`src/sv/r30bg_pkg.sv`:
```
// ----------------------------------------------------------------------------
// r30bg_pkg
// Shared types, constants and the Rule 30 row update for the block generator.
// ----------------------------------------------------------------------------
package r30bg_pkg;

  localparam int ROW_CELLS   = 128;
  localparam int CENTRE_CELL = ROW_CELLS / 2;
  localparam int ROW_IDX_W   = $clog2(ROW_CELLS);
  localparam int HALF_W      = ROW_CELLS / 2;
  localparam int GENERATIONS_DEF = 128;

  localparam logic CMD_LOAD = 1'b0;
  localparam logic CMD_GEN  = 1'b1;

  typedef struct packed {
    logic              command;
    logic [HALF_W-1:0] seed_high;
    logic [HALF_W-1:0] seed_low;
  } in_word_t;

  typedef struct packed {
    logic [HALF_W-1:0] block_high;
    logic [HALF_W-1:0] block_low;
  } out_word_t;

  typedef struct packed {
    logic                 load;
    logic                 start;
    logic                 step;
    logic                 emit;
    logic [ROW_IDX_W-1:0] gen_idx;
  } dp_cmd_t;

  typedef struct packed {
    logic out_free;
  } dp_sts_t;

  // cell c lives at bit c-1; row wraps around
  function automatic logic [ROW_CELLS-1:0] r30bg_advance(input logic [ROW_CELLS-1:0] row);
    logic [ROW_CELLS-1:0] up;
    logic [ROW_CELLS-1:0] dn;
    up = {row[0], row[ROW_CELLS-1:1]};
    dn = {row[ROW_CELLS-2:0], row[ROW_CELLS-1]};
    return up ^ (row | dn);
  endfunction

endpackage

```
`src/sv/r30bg_ctrl.sv`:
```
// ----------------------------------------------------------------------------
// r30bg_ctrl
// Sequencer: accepts commands, counts generations, hands the block to output.
// ----------------------------------------------------------------------------
module r30bg_ctrl #(
  parameter int GENERATIONS = r30bg_pkg::GENERATIONS_DEF
) (
  input  logic                clk,
  input  logic                rst_n,
  input  logic                in_valid,
  input  logic                in_command,
  output logic                in_stall,
  output r30bg_pkg::dp_cmd_t  cmd,
  input  r30bg_pkg::dp_sts_t  sts
);
  import r30bg_pkg::*;

  localparam int CNT_W = (GENERATIONS > 1) ? $clog2(GENERATIONS) : 1;
  localparam logic [CNT_W-1:0] LAST_GEN = CNT_W'(GENERATIONS - 1);

  typedef enum logic [2:0] {
    ST_IDLE = 3'b001,
    ST_RUN  = 3'b010,
    ST_DONE = 3'b100
  } state_t;

  state_t           state_r, state_nxt;
  logic [CNT_W-1:0] cnt_r, cnt_nxt;
  logic             accept;

  always_comb begin
    accept      = in_valid && (state_r == ST_IDLE);
    in_stall    = (state_r != ST_IDLE);
    state_nxt   = state_r;
    cnt_nxt     = cnt_r;
    cmd.load    = accept && (in_command == CMD_LOAD);
    cmd.start   = accept && (in_command == CMD_GEN);
    cmd.step    = 1'b0;
    cmd.emit    = 1'b0;
    cmd.gen_idx = ROW_IDX_W'(cnt_r);
    unique case (state_r)
      ST_IDLE: begin
        if (cmd.start) begin
          state_nxt = ST_RUN;
          cnt_nxt   = '0;
        end
      end
      ST_RUN: begin
        cmd.step = 1'b1;
        if (cnt_r == LAST_GEN) begin
          state_nxt = ST_DONE;
        end else begin
          cnt_nxt = cnt_r + 1'b1;
        end
      end
      ST_DONE: begin
        // wait for the output register to free up
        if (sts.out_free) begin
          cmd.emit  = 1'b1;
          state_nxt = ST_IDLE;
        end
      end
      default: state_nxt = ST_IDLE;
    endcase
  end

  always_ff @(posedge clk) begin
    if (!rst_n) begin
      state_r <= ST_IDLE;
      cnt_r   <= '0;
    end else begin
      state_r <= state_nxt;
      cnt_r   <= cnt_nxt;
    end
  end

endmodule

```
`src/sv/r30bg_dp.sv`:
```
// ----------------------------------------------------------------------------
// r30bg_dp
// Datapath: 128-cell row, block collector and output register.
// ----------------------------------------------------------------------------
module r30bg_dp (
  input  logic                 clk,
  input  logic                 rst_n,
  input  r30bg_pkg::in_word_t  in_word,
  input  r30bg_pkg::dp_cmd_t   cmd,
  output r30bg_pkg::dp_sts_t   sts,
  output logic                 out_valid,
  input  logic                 out_stall,
  output r30bg_pkg::out_word_t out_word
);
  import r30bg_pkg::*;

  logic [ROW_CELLS-1:0] row_r, row_nxt;
  logic [ROW_CELLS-1:0] blk_r, blk_nxt;
  logic [ROW_CELLS-1:0] row_adv;
  logic                 out_valid_r, out_valid_nxt;
  out_word_t            out_word_r, out_word_nxt;

  always_comb begin
    row_adv       = r30bg_advance(row_r);
    row_nxt       = row_r;
    blk_nxt       = blk_r;
    out_valid_nxt = out_valid_r;
    out_word_nxt  = out_word_r;
    sts.out_free  = !out_valid_r || !out_stall;

    if (cmd.load) begin
      row_nxt = {in_word.seed_high, in_word.seed_low};
    end else if (cmd.start) begin
      blk_nxt = '0;
      // empty row gets a single live centre cell
      if (row_r == '0) begin
        row_nxt = ROW_CELLS'(1) << (CENTRE_CELL - 1);
      end
    end else if (cmd.step) begin
      row_nxt              = row_adv;
      blk_nxt[cmd.gen_idx] = row_adv[CENTRE_CELL-1];
    end

    if (cmd.emit) begin
      out_valid_nxt           = 1'b1;
      out_word_nxt.block_high = blk_r[ROW_CELLS-1:HALF_W];
      out_word_nxt.block_low  = blk_r[HALF_W-1:0];
    end else if (out_valid_r && !out_stall) begin
      out_valid_nxt = 1'b0;
    end
  end

  always_ff @(posedge clk) begin
    if (!rst_n) begin
      row_r       <= '0;
      out_valid_r <= 1'b0;
    end else begin
      row_r       <= row_nxt;
      out_valid_r <= out_valid_nxt;
    end
  end

  always_ff @(posedge clk) begin
    blk_r      <= blk_nxt;
    out_word_r <= out_word_nxt;
  end

  assign out_valid = out_valid_r;
  assign out_word  = out_word_r;

endmodule

```
`src/sv/rule30_block_generator.sv`:
```
// ----------------------------------------------------------------------------
// rule30_block_generator
// Rule 30 generator on a circular 128-cell row, one block per generate word.
// Load word: row replaced, no result; next word can be taken the next cycle.
// Generate word: one generation per cycle; out_valid rises once GENERATIONS
// generations are done and the output register is free to take the block.
// Next word is taken only after the block moves to the output register, later
// while the previous block still sits stalled in the output register.
// Reset clears the row, drops out_valid and returns the sequencer to idle.
// ----------------------------------------------------------------------------
module rule30_block_generator #(
  parameter int GENERATIONS = r30bg_pkg::GENERATIONS_DEF
) (
  input  logic                 clk,
  input  logic                 rst_n,
  input  logic                 in_valid,
  output logic                 in_stall,
  input  r30bg_pkg::in_word_t  in_word,
  output logic                 out_valid,
  input  logic                 out_stall,
  output r30bg_pkg::out_word_t out_word
);
  import r30bg_pkg::*;

  dp_cmd_t cmd;
  dp_sts_t sts;

  r30bg_ctrl #(
    .GENERATIONS (GENERATIONS)
  ) u_ctrl (
    .clk        (clk),
    .rst_n      (rst_n),
    .in_valid   (in_valid),
    .in_command (in_word.command),
    .in_stall   (in_stall),
    .cmd        (cmd),
    .sts        (sts)
  );

  r30bg_dp u_dp (
    .clk       (clk),
    .rst_n     (rst_n),
    .in_word   (in_word),
    .cmd       (cmd),
    .sts       (sts),
    .out_valid (out_valid),
    .out_stall (out_stall),
    .out_word  (out_word)
  );

endmodule

```
`config.mk`:
```
export PLATFORM = sky130hd
export DESIGN_NAME = rule30_block_generator
export DESIGN_NICKNAME = d
export VERILOG_FILES = /design/src/sv/r30bg_pkg.sv /design/src/sv/r30bg_ctrl.sv /design/src/sv/r30bg_dp.sv /design/src/sv/rule30_block_generator.sv
export SDC_FILE = /design/constraint.sdc
export NUM_CORES = 1
export LEC_CHECK = 0
export BUFFER_PORTS_ARGS = -buffer_cell sky130_fd_sc_hd__buf_2
export CAP_MARGIN = 10
export CORE_ASPECT_RATIO = 0.8
export CORE_MARGIN = 1.5
export CORE_UTILIZATION = 35
export CTS_CLUSTER_DIAMETER = 120
export DETAILED_ROUTE_END_ITERATION = 12
export SETUP_SLACK_MARGIN = 0.15
export SYNTH_ARGS = -nofsm -noshare
export SYNTH_HDL_FRONTEND = slang
export SYNTH_SLANG_ARGS = --single-unit
```
`constraint.sdc`:
```
create_clock -name clk -period 13 [get_ports clk]
set_clock_uncertainty 0.15 [all_clocks]
set_input_delay 1.95 -clock clk [delete_from_list [all_inputs] [get_ports clk]]
set_output_delay 1.95 -clock clk [all_outputs]
set_load 0.01 [all_outputs]
```
* After elaboration in Yosys (flattened, before gate mapping)
Index checks and enable logic that the tools add are counted.
** Word-level totals
- Register bits after elaboration :: 395
- Input port bits :: 133
- Output and inout port bits :: 130
- Word-level logic and storage cells :: 61
** Cells by class
- Bitwise operators :: 4
- Magnitude comparators :: 2
- Eq/ne operators :: 10
- Mux-type cells :: 20
- Reductions and logical operators :: 17
- Add/subtract/negate cells :: 1
** Operators with widths (count)
- $mux W128 :: 5
- $bwmux W128 :: 1
- $logic_not A128 Y1 :: 1
- $or A128 B128 Y128 :: 1
- $xor A128 B128 Y128 :: 1
- $mux W7 :: 2
- $pmux W7 S2 :: 1
- $mux W3 :: 3
- $pmux W3 S3 :: 1
- $lt A7 B8 Y1 const B :: 1
- $add A7 B1 Y7 const B :: 1
- $demux W1 S7 :: 1
- $eq A7 B7 Y1 const B :: 1
- $ge A7 B1 Y1 const B :: 1
- $mux W1 :: 6
- $ne A2 B2 Y1 const B :: 3
- $ne A3 B1 Y1 const B :: 2
- $reduce_and A3 Y1 :: 2
- $reduce_bool A2 Y1 :: 3
- $logic_and A1 B1 Y1 :: 5
- $reduce_and A2 Y1 :: 2
- $eq A3 B1 Y1 const B :: 1
- $eq A3 B2 Y1 const B :: 1
- $eq A3 B3 Y1 const B :: 1
- 5 further kinds :: 7

* Depth between registers and ports, before layout
Gate-level depths: netlist of the first run.
- Word-level depth :: 6
- Depth in mapped cells :: 8
- Depth with buffers taken out :: 6

* Hierarchy
A second synthesis of the first run with hierarchy kept.
** Second synthesis, totals
- Cells, all modules :: 2012
- Area, all modules :: 20256.9 sq um
** Modules (own cells, without submodules)
- r30bg_dp :: times used 1, area an instance 19661.4 sq um, seq. area each 10269.8 sq um, cells an instance 1944
- r30bg_ctrl :: times used 1, area an instance 595.6 sq um, seq. area each 200.2 sq um, cells an instance 68

* Worst setup path after synthesis of the first run
OpenSTA, ideal clock, no wires.
- Path type :: input to register
- Start point :: in out_stall
- End point :: reg u_dp.out_word_r, in the netlist u_dp.out_word[0], enable pin
- Setup slack :: 4.060 ns
- Library setup time :: 0.658 ns
- Required time :: 12.192 ns
- Stages on the path :: 1
- Buffers on the path :: 0
- Arrival time :: 8.132 ns
- Cells stage by stage :: a21oi_1
** Between the ends
- Word-level cells in the longest chain between the ends :: 4
** RTL lines
- start, declared :: RTL line rule30_block_generator.sv:20 : input logic out_stall,
- $logic_not A1 Y1 :: RTL line r30bg_dp.sv:29 : sts.out_free = !out_valid_r || !out_stall;
- $logic_or A1 B1 Y1 :: RTL line r30bg_dp.sv:29
- $mux W1 :: RTL line r30bg_ctrl.sv:58 : if (sts.out_free) begin
- $mux W1 :: RTL line r30bg_ctrl.sv:41 : unique case (state_r)
- end signal, assigned :: RTL line r30bg_dp.sv:65 : out_word_r <= out_word_nxt;
- end, declared :: RTL line r30bg_dp.sv:21 : out_word_t out_word_r, out_word_nxt;
No other way between the ends.
A chain may end at the register's enable or synchronous reset.

* Worst setup path in the final report of the first run
- Start point :: reg u_ctrl.state_r[0]
- End point :: out in_stall
** Between the ends
- Word-level cells in the longest chain between the ends :: 1
** RTL lines
- start, declared :: RTL line r30bg_ctrl.sv:27 : state_t state_r, state_nxt;
- start signal, assigned :: RTL line r30bg_ctrl.sv:72 : state_r <= state_nxt;
- $ne A3 B1 Y1 :: RTL line r30bg_ctrl.sv:33 : in_stall = (state_r != ST_IDLE);
- end, declared :: RTL line rule30_block_generator.sv:17 : output logic in_stall,
No other way between the ends.

==> results.ini, run 1 <==
[setup_path]
cp_data_arrival_time_ps=2010
cpPeakStageDelay_ps=650
crit_chain=nor3b_1 > inv_1 > buf_2
cp_data_required_time_ps=10900
crit_family=simple AND/OR/NAND/NOR gates
crit_path_max_fanout=8
worst-path-stages=3
path_class=reg2out
reg2reg_depth=4
crit_buf_inv=2
worstSetupEndpointType=primary output
critPathSlowestCell=nor3b_1
start_kind=flip-flop

[pwr]
powerDensity_mw_per_mm2=138
irDropWorstVdd_v=0.0000890
p_leak_nw=7.00

[yosys]
ys_async_sr_fraction_pct=0
syn-instance-count=1769
yosys.area.top_type=edfxtp_1
syn-num-nets=1903
yosys.area_share.simple_pct=17.5
netlist_top_cells_area=edfxtp_1, dfxtp_1, a21oi_1
synth_mux_area_share_pct=0.790
yosys_warnings=0
synth-compound-area-share_pct=19.2
synth_top_area_share_pct=43.3
ys_seq_elements=395
avgSynthCellArea_um2=10.0
synth_top_family_by_area=compound AO/OA/AOI/OAI gates
ys_dominant_reg_cell=edfxtp_1
yosysSeqAreaShare_pct=59.0
synth-edff-count=256
synth_fa_ha_area_share_pct=0.0705
ys_types=42
synth_area_mm2=0.0177
synthXorXnorAreaFrac_pct=0.148

[timing]
worst_pin_slew_ps=1250
hold_viol=0
setup_viol=0
min_period_ps=4110
rsz0062_at_grt=no
post-route-period-util_pct=31.6
final_max_slew_viol_count=0
timing.fmax_mhz=243
hold_slack_ps=295
setup_tns_ps=0
relSlewSlack_pct=16.4

[final_layout]
layout-drive-gt1-share_pct=18.3
final_cell_mix=buf_2, edfxtp_1, a21oi_1
area_growth_syn_to_layout_pct=17.9
register_area_mm2=0.0105
finalNetCount=2088
final_common_cell=buf_2
multiInputGateArea_mm2=0.00674
fillCellCount=4804

[routing]
drcViolationCount=0
via_count=15200
wire_per_inst_um=20.3
ant_nets=0
routed_wl_um=54300
dr.pass1.iters=5
drt-vias-per-instance=5.68
drtIter0Drc=1540

[grt]
overflow=0
antenna_found_initial=12
grt_usage_pct=20.4
grt_pass1_wl_um=82600
grt_max_degree=140
first_global_vias=13700

[clocking]
cts.clk_slew.worst_paths_ps=60
clock-sinks=395
cts_hold_buf=0
cts_resized=0
cts_buffer_depth=3
root_buffer=clkbuf_16
cts_tree=done
clock_latency_ps=580
cts_buffers=44
htreeDepth=2
cts_setup_buffers=0

[floorplanning]
die_y_um=204
pin_count=263
coreArea_mm2=0.0499
die_area_mm2=0.0520
dieWidth_um=255
start_util_pct=35.6
num_rows=73

[placement]
numPortBuffers=262
gp_congestion=0.862
hpwl_um=34500

[flow_run]
drv_cap=0

[status]
status=finished, final reports clean

[hold_path]
min_path_cells=0
hold_path.class=reg2reg

## worst register-to-register path: stages (launching register included)
cell and delay (ps):
dfxtp_1 490, nor3b_1 650, nand3_1 440, nand2_4 640, buf_4 890
## layout make-up
cell class / instances / area share [%]
diodes: 11 / 0.132
clock inverters: 14 / 0.718
well taps: 675 / 4.04
flip-flops and latches: 395 / 50.1
multi-input cells: 1228 / 32.2
inverters: 1 / 0.0179
repair buffers: 284 / 7.07
clock buffers: 60 / 5.74
## synthesized netlist by cell type, types with 3 or more instances
master      n
buf_2      22
o221ai_1  128
dfxtp_1   139
a21boi_0    3
a21oi_1   247
clkbuf_1  113
nand2b_1    6
o21ai_0   195
nor3b_1     4
nor3_1      9
mux2i_1    14
nand3b_1    3
nor2b_1     4
or2_2       4
buf_1       8
nand2_1   134
nand4_1     9
or3_1     129
and3_1      3
edfxtp_1  256
or3b_2      3
and3b_1     3
nand3_1   111
nor4_1     35
nor2_1    165
## registers in the layout (all words and copies together) (netlist names)
| name | cells |
|---|---|
| u_ctrl.state_r | 3 |
| u_dp.out_word | 128 |
| u_ctrl.cnt_r | 7 |
| u_dp.blk_r | 128 |
| u_dp.out_valid | 1 |
| u_dp.row_r | 128 |
## per-stage QoR
step	power [mW]	instance area [µm²]	utilization, %	cells	worst slack (ps)
2_1_floorplan	1.62	17700	-	1769	4060
3_3_place_gp	1.70	19500	39.2	2583	8450
3_5_place_dp	1.71	19500	39.2	2583	8390
4_1_cts	2.92	20900	41.9	2657	8830
5_1_grt	3.00	20900	41.9	2668	8710
6_report	2.89	20900	41.9	2668	8890
## report_power, final
group	total (mW)	internal [mW]	switching, mW	leakage [nW]
Sequential	1.47	1.40	0.0706	3.50
Clock	1.20	0.687	0.518	0.663
Combinational	0.221	0.0803	0.141	2.84
## final timing paths
check	startpoint	slack, ps	to
setup / recovery	u_ctrl.state_r[0]	8890	in_stall
hold reg to reg	u_dp.blk_r[20]	290	u_dp.out_word[20]
setup reg to reg	u_ctrl.state_r[0]	9210	u_dp.blk_r[8]
hold / removal	u_dp.blk_r[20]	290	u_dp.out_word[20]
## cells by family (layout without fill, tap and decap cells)
logic type / after synthesis / in the layout
and+or+nand+nor: 631 / 631
other: 0 / 11
buffers and inverters: 146 / 359
muxes: 14 / 14
adders and majority gates: 1 / 1
AOI/OAI and AO/OA: 579 / 579
xor gates and xnor gates: 3 / 3
DFF: 395 / 395
## layer usage
metal	wire [µm]	vias up	track usage [%]
li1	-	7100	-
met3	4450	86	4.18
met4	1380	2	7.67
met2	23900	594	29.1
met5	13	-	0
met1	24600	7383	30.2
Note: power is estimated with default switching activity, not from simulation.
==> run 2, diff against run 1 <==
Clock period 13 ns to 3.7 ns, I/O delays scaled along.
==> results.ini, run 2 (synthesis gave the netlist of run 1 again) <==
[timing]
relSlewSlack_pct=26.7  ; was 16.4%
post-route-period-util_pct=79.3
worst_pin_slew_ps=1100  ; was 1250 ps
hold_viol=0  ; unchanged
setup_tns_ps=0  ; unchanged
timing.fmax_mhz=341
setup_viol=0  ; unchanged
final_max_slew_viol_count=0  ; unchanged
setup_ws_ps=765  ; was 8890 ps
min_period_ps=2930
rsz0062_at_grt=no  ; unchanged

[pwr]
p_leak_nw=7.09  ; was 7.00 nW
p_total_mw=10.3  ; was 2.89 mW
irDropWorstVdd_v=0.000307  ; was 0.0000890 V
powerDensity_mw_per_mm2=487  ; was 138 mW/mm²

[floorplanning]
start_util_pct=35.6  ; unchanged
pin_count=263  ; unchanged
dieWidth_um=255  ; unchanged
die_y_um=204  ; unchanged
num_rows=73  ; unchanged
coreArea_mm2=0.0499  ; unchanged
die_area_mm2=0.0520  ; unchanged

[flow_run]
drv_cap=0  ; unchanged

[clocking]
cts_resized=0  ; unchanged
cts_buffers=43  ; was 44
cts_tree=done  ; unchanged
cts_buffer_depth=3  ; unchanged
cts_setup_buffers=0  ; unchanged
clock_latency_ps=580  ; about the same
htreeDepth=2  ; unchanged
cts.clk_slew.worst_paths_ps=60  ; about the same
clock-sinks=395  ; unchanged
root_buffer=clkbuf_16  ; unchanged
cts_hold_buf=0  ; unchanged

[setup_path]
worstSetupEndpointType=flip-flop  ; was primary output
cp-startpoint=u_ctrl.state_r[0]  ; unchanged
rrSetupSlack_ps=770  ; was 9210 ps
cp_data_required_time_ps=3770  ; was 10900 ps
start_kind=flip-flop  ; unchanged
cp_data_arrival_time_ps=3010  ; was 2010 ps
crit_end=u_dp.blk_r[19]  ; was in_stall
reg2reg_to=u_dp.blk_r[19]  ; was u_dp.blk_r[8]
crit_path_max_fanout=38  ; was 8
reg2reg_depth=4  ; unchanged
r2r_start=u_ctrl.state_r[0]  ; unchanged
crit_chain=nor3b_1 > nand3_1 > nand2_4 > buf_4  ; was nor3b_1 > inv_1 > buf_2
path_class=reg2reg  ; was reg2out
critPathSlowestCell=nor3b_1  ; unchanged
cpPeakStageDelay_ps=590  ; was 650 ps

[routing]
drcViolationCount=0  ; unchanged
wl_met3_um=3910  ; was 4450 µm
dr.pass1.iters=6  ; was 5
via_count=15200  ; about the same
wl_met1_um=24600  ; about the same
drtIter0Drc=1900  ; was 1540
highest_layer=met5  ; unchanged
routed_wl_um=53900  ; was 54300 µm
drt-vias-per-instance=5.69  ; was 5.68
wire_per_inst_um=20.1  ; was 20.3 µm
ant_nets=0  ; unchanged
wl_met2_um=23900  ; about the same

[final_layout]
layout-drive-gt1-share_pct=18.9  ; was 18.3%
final_cells=2676  ; was 2668
final_common_cell=buf_2  ; unchanged
area_growth_syn_to_layout_pct=18.9  ; was 17.9%
finalNetCount=2097  ; was 2088
final_cell_mix=buf_2, edfxtp_1, a21oi_1  ; unchanged
fin_area_mm2=0.0211  ; was 0.0209 mm²

[placement]
pre_cts_ws_ps=761  ; was 8390 ps
gp_congestion=0.862  ; about the same
numPortBuffers=262  ; unchanged
placed_cell_area_mm2=0.0197  ; was 0.0195 mm²
hpwl_um=35100  ; was 34500 µm
placed_cells=2593  ; was 2583

[grt]
grt_usage_pct=20.2  ; was 20.4%
overflow=0  ; unchanged
grt_pass1_wl_um=81500  ; was 82600 µm
first_global_vias=13800  ; was 13700
antenna_found_initial=8  ; was 12
grt_max_degree=186  ; was 140

[hold_path]
hold_path.class=in2reg  ; was reg2reg

[status]
status=finished, final reports clean  ; unchanged

-- run 2: power by group --
part	total, mW	internal (mW)	leakage [nW]	switching [mW]
Combinational	0.788	0.293	2.91	0.495
Clock	4.32	2.50	0.678	1.82
Sequential	5.16	4.91	3.50	0.250
-- run 2: how the worst min path moves through the flow --
stage                   from                to  slack [ps]  depth (start not counted)
2_1_floorplan  u_dp.blk_r[0]  u_dp.out_word[0]         270                          0
5_1_grt            out_stall    u_dp.out_valid         120                          3
3_5_place_dp   u_dp.blk_r[5]  u_dp.out_word[5]         280                          0
4_1_cts            out_stall    u_dp.out_valid         110                          3
3_3_place_gp   u_dp.blk_r[5]  u_dp.out_word[5]         280                          0
6_report           out_stall    u_dp.out_valid         140                          3
-- run 2: per-layer routing --
layer	track usage, %	vias up
met4	7.27	2
met5	0	-
met3	3.12	89
met1	29.9	7430
met2	29.7	601
li1	-	7111
-- run 2: layout make-up --
class,instances,area [µm²]
multi-input combinational,1228,6740
clock inverter,25,244
sequential,395,10500
tap,675,845
antenna,7,17.5
inverter,1,3.75
fill,4874,28800
timing repair buffer,294,1620
clock buffer,51,1150
-- run 2: stage by stage --
stage	utilization (%)	hold slack [ps]
6_report	42.3	136
5_1_grt	42.3	124
4_1_cts	42.2	110
3_5_place_dp	39.5	277
3_3_place_gp	39.5	278
2_1_floorplan	-	270
-- run 2: critical path, delay by kind of cell, from the launching register on --
kind                   cells  cell delay (ps)
buffers and inverters      1              460
and+or+nand+nor            3             1520
DFF                        1              430
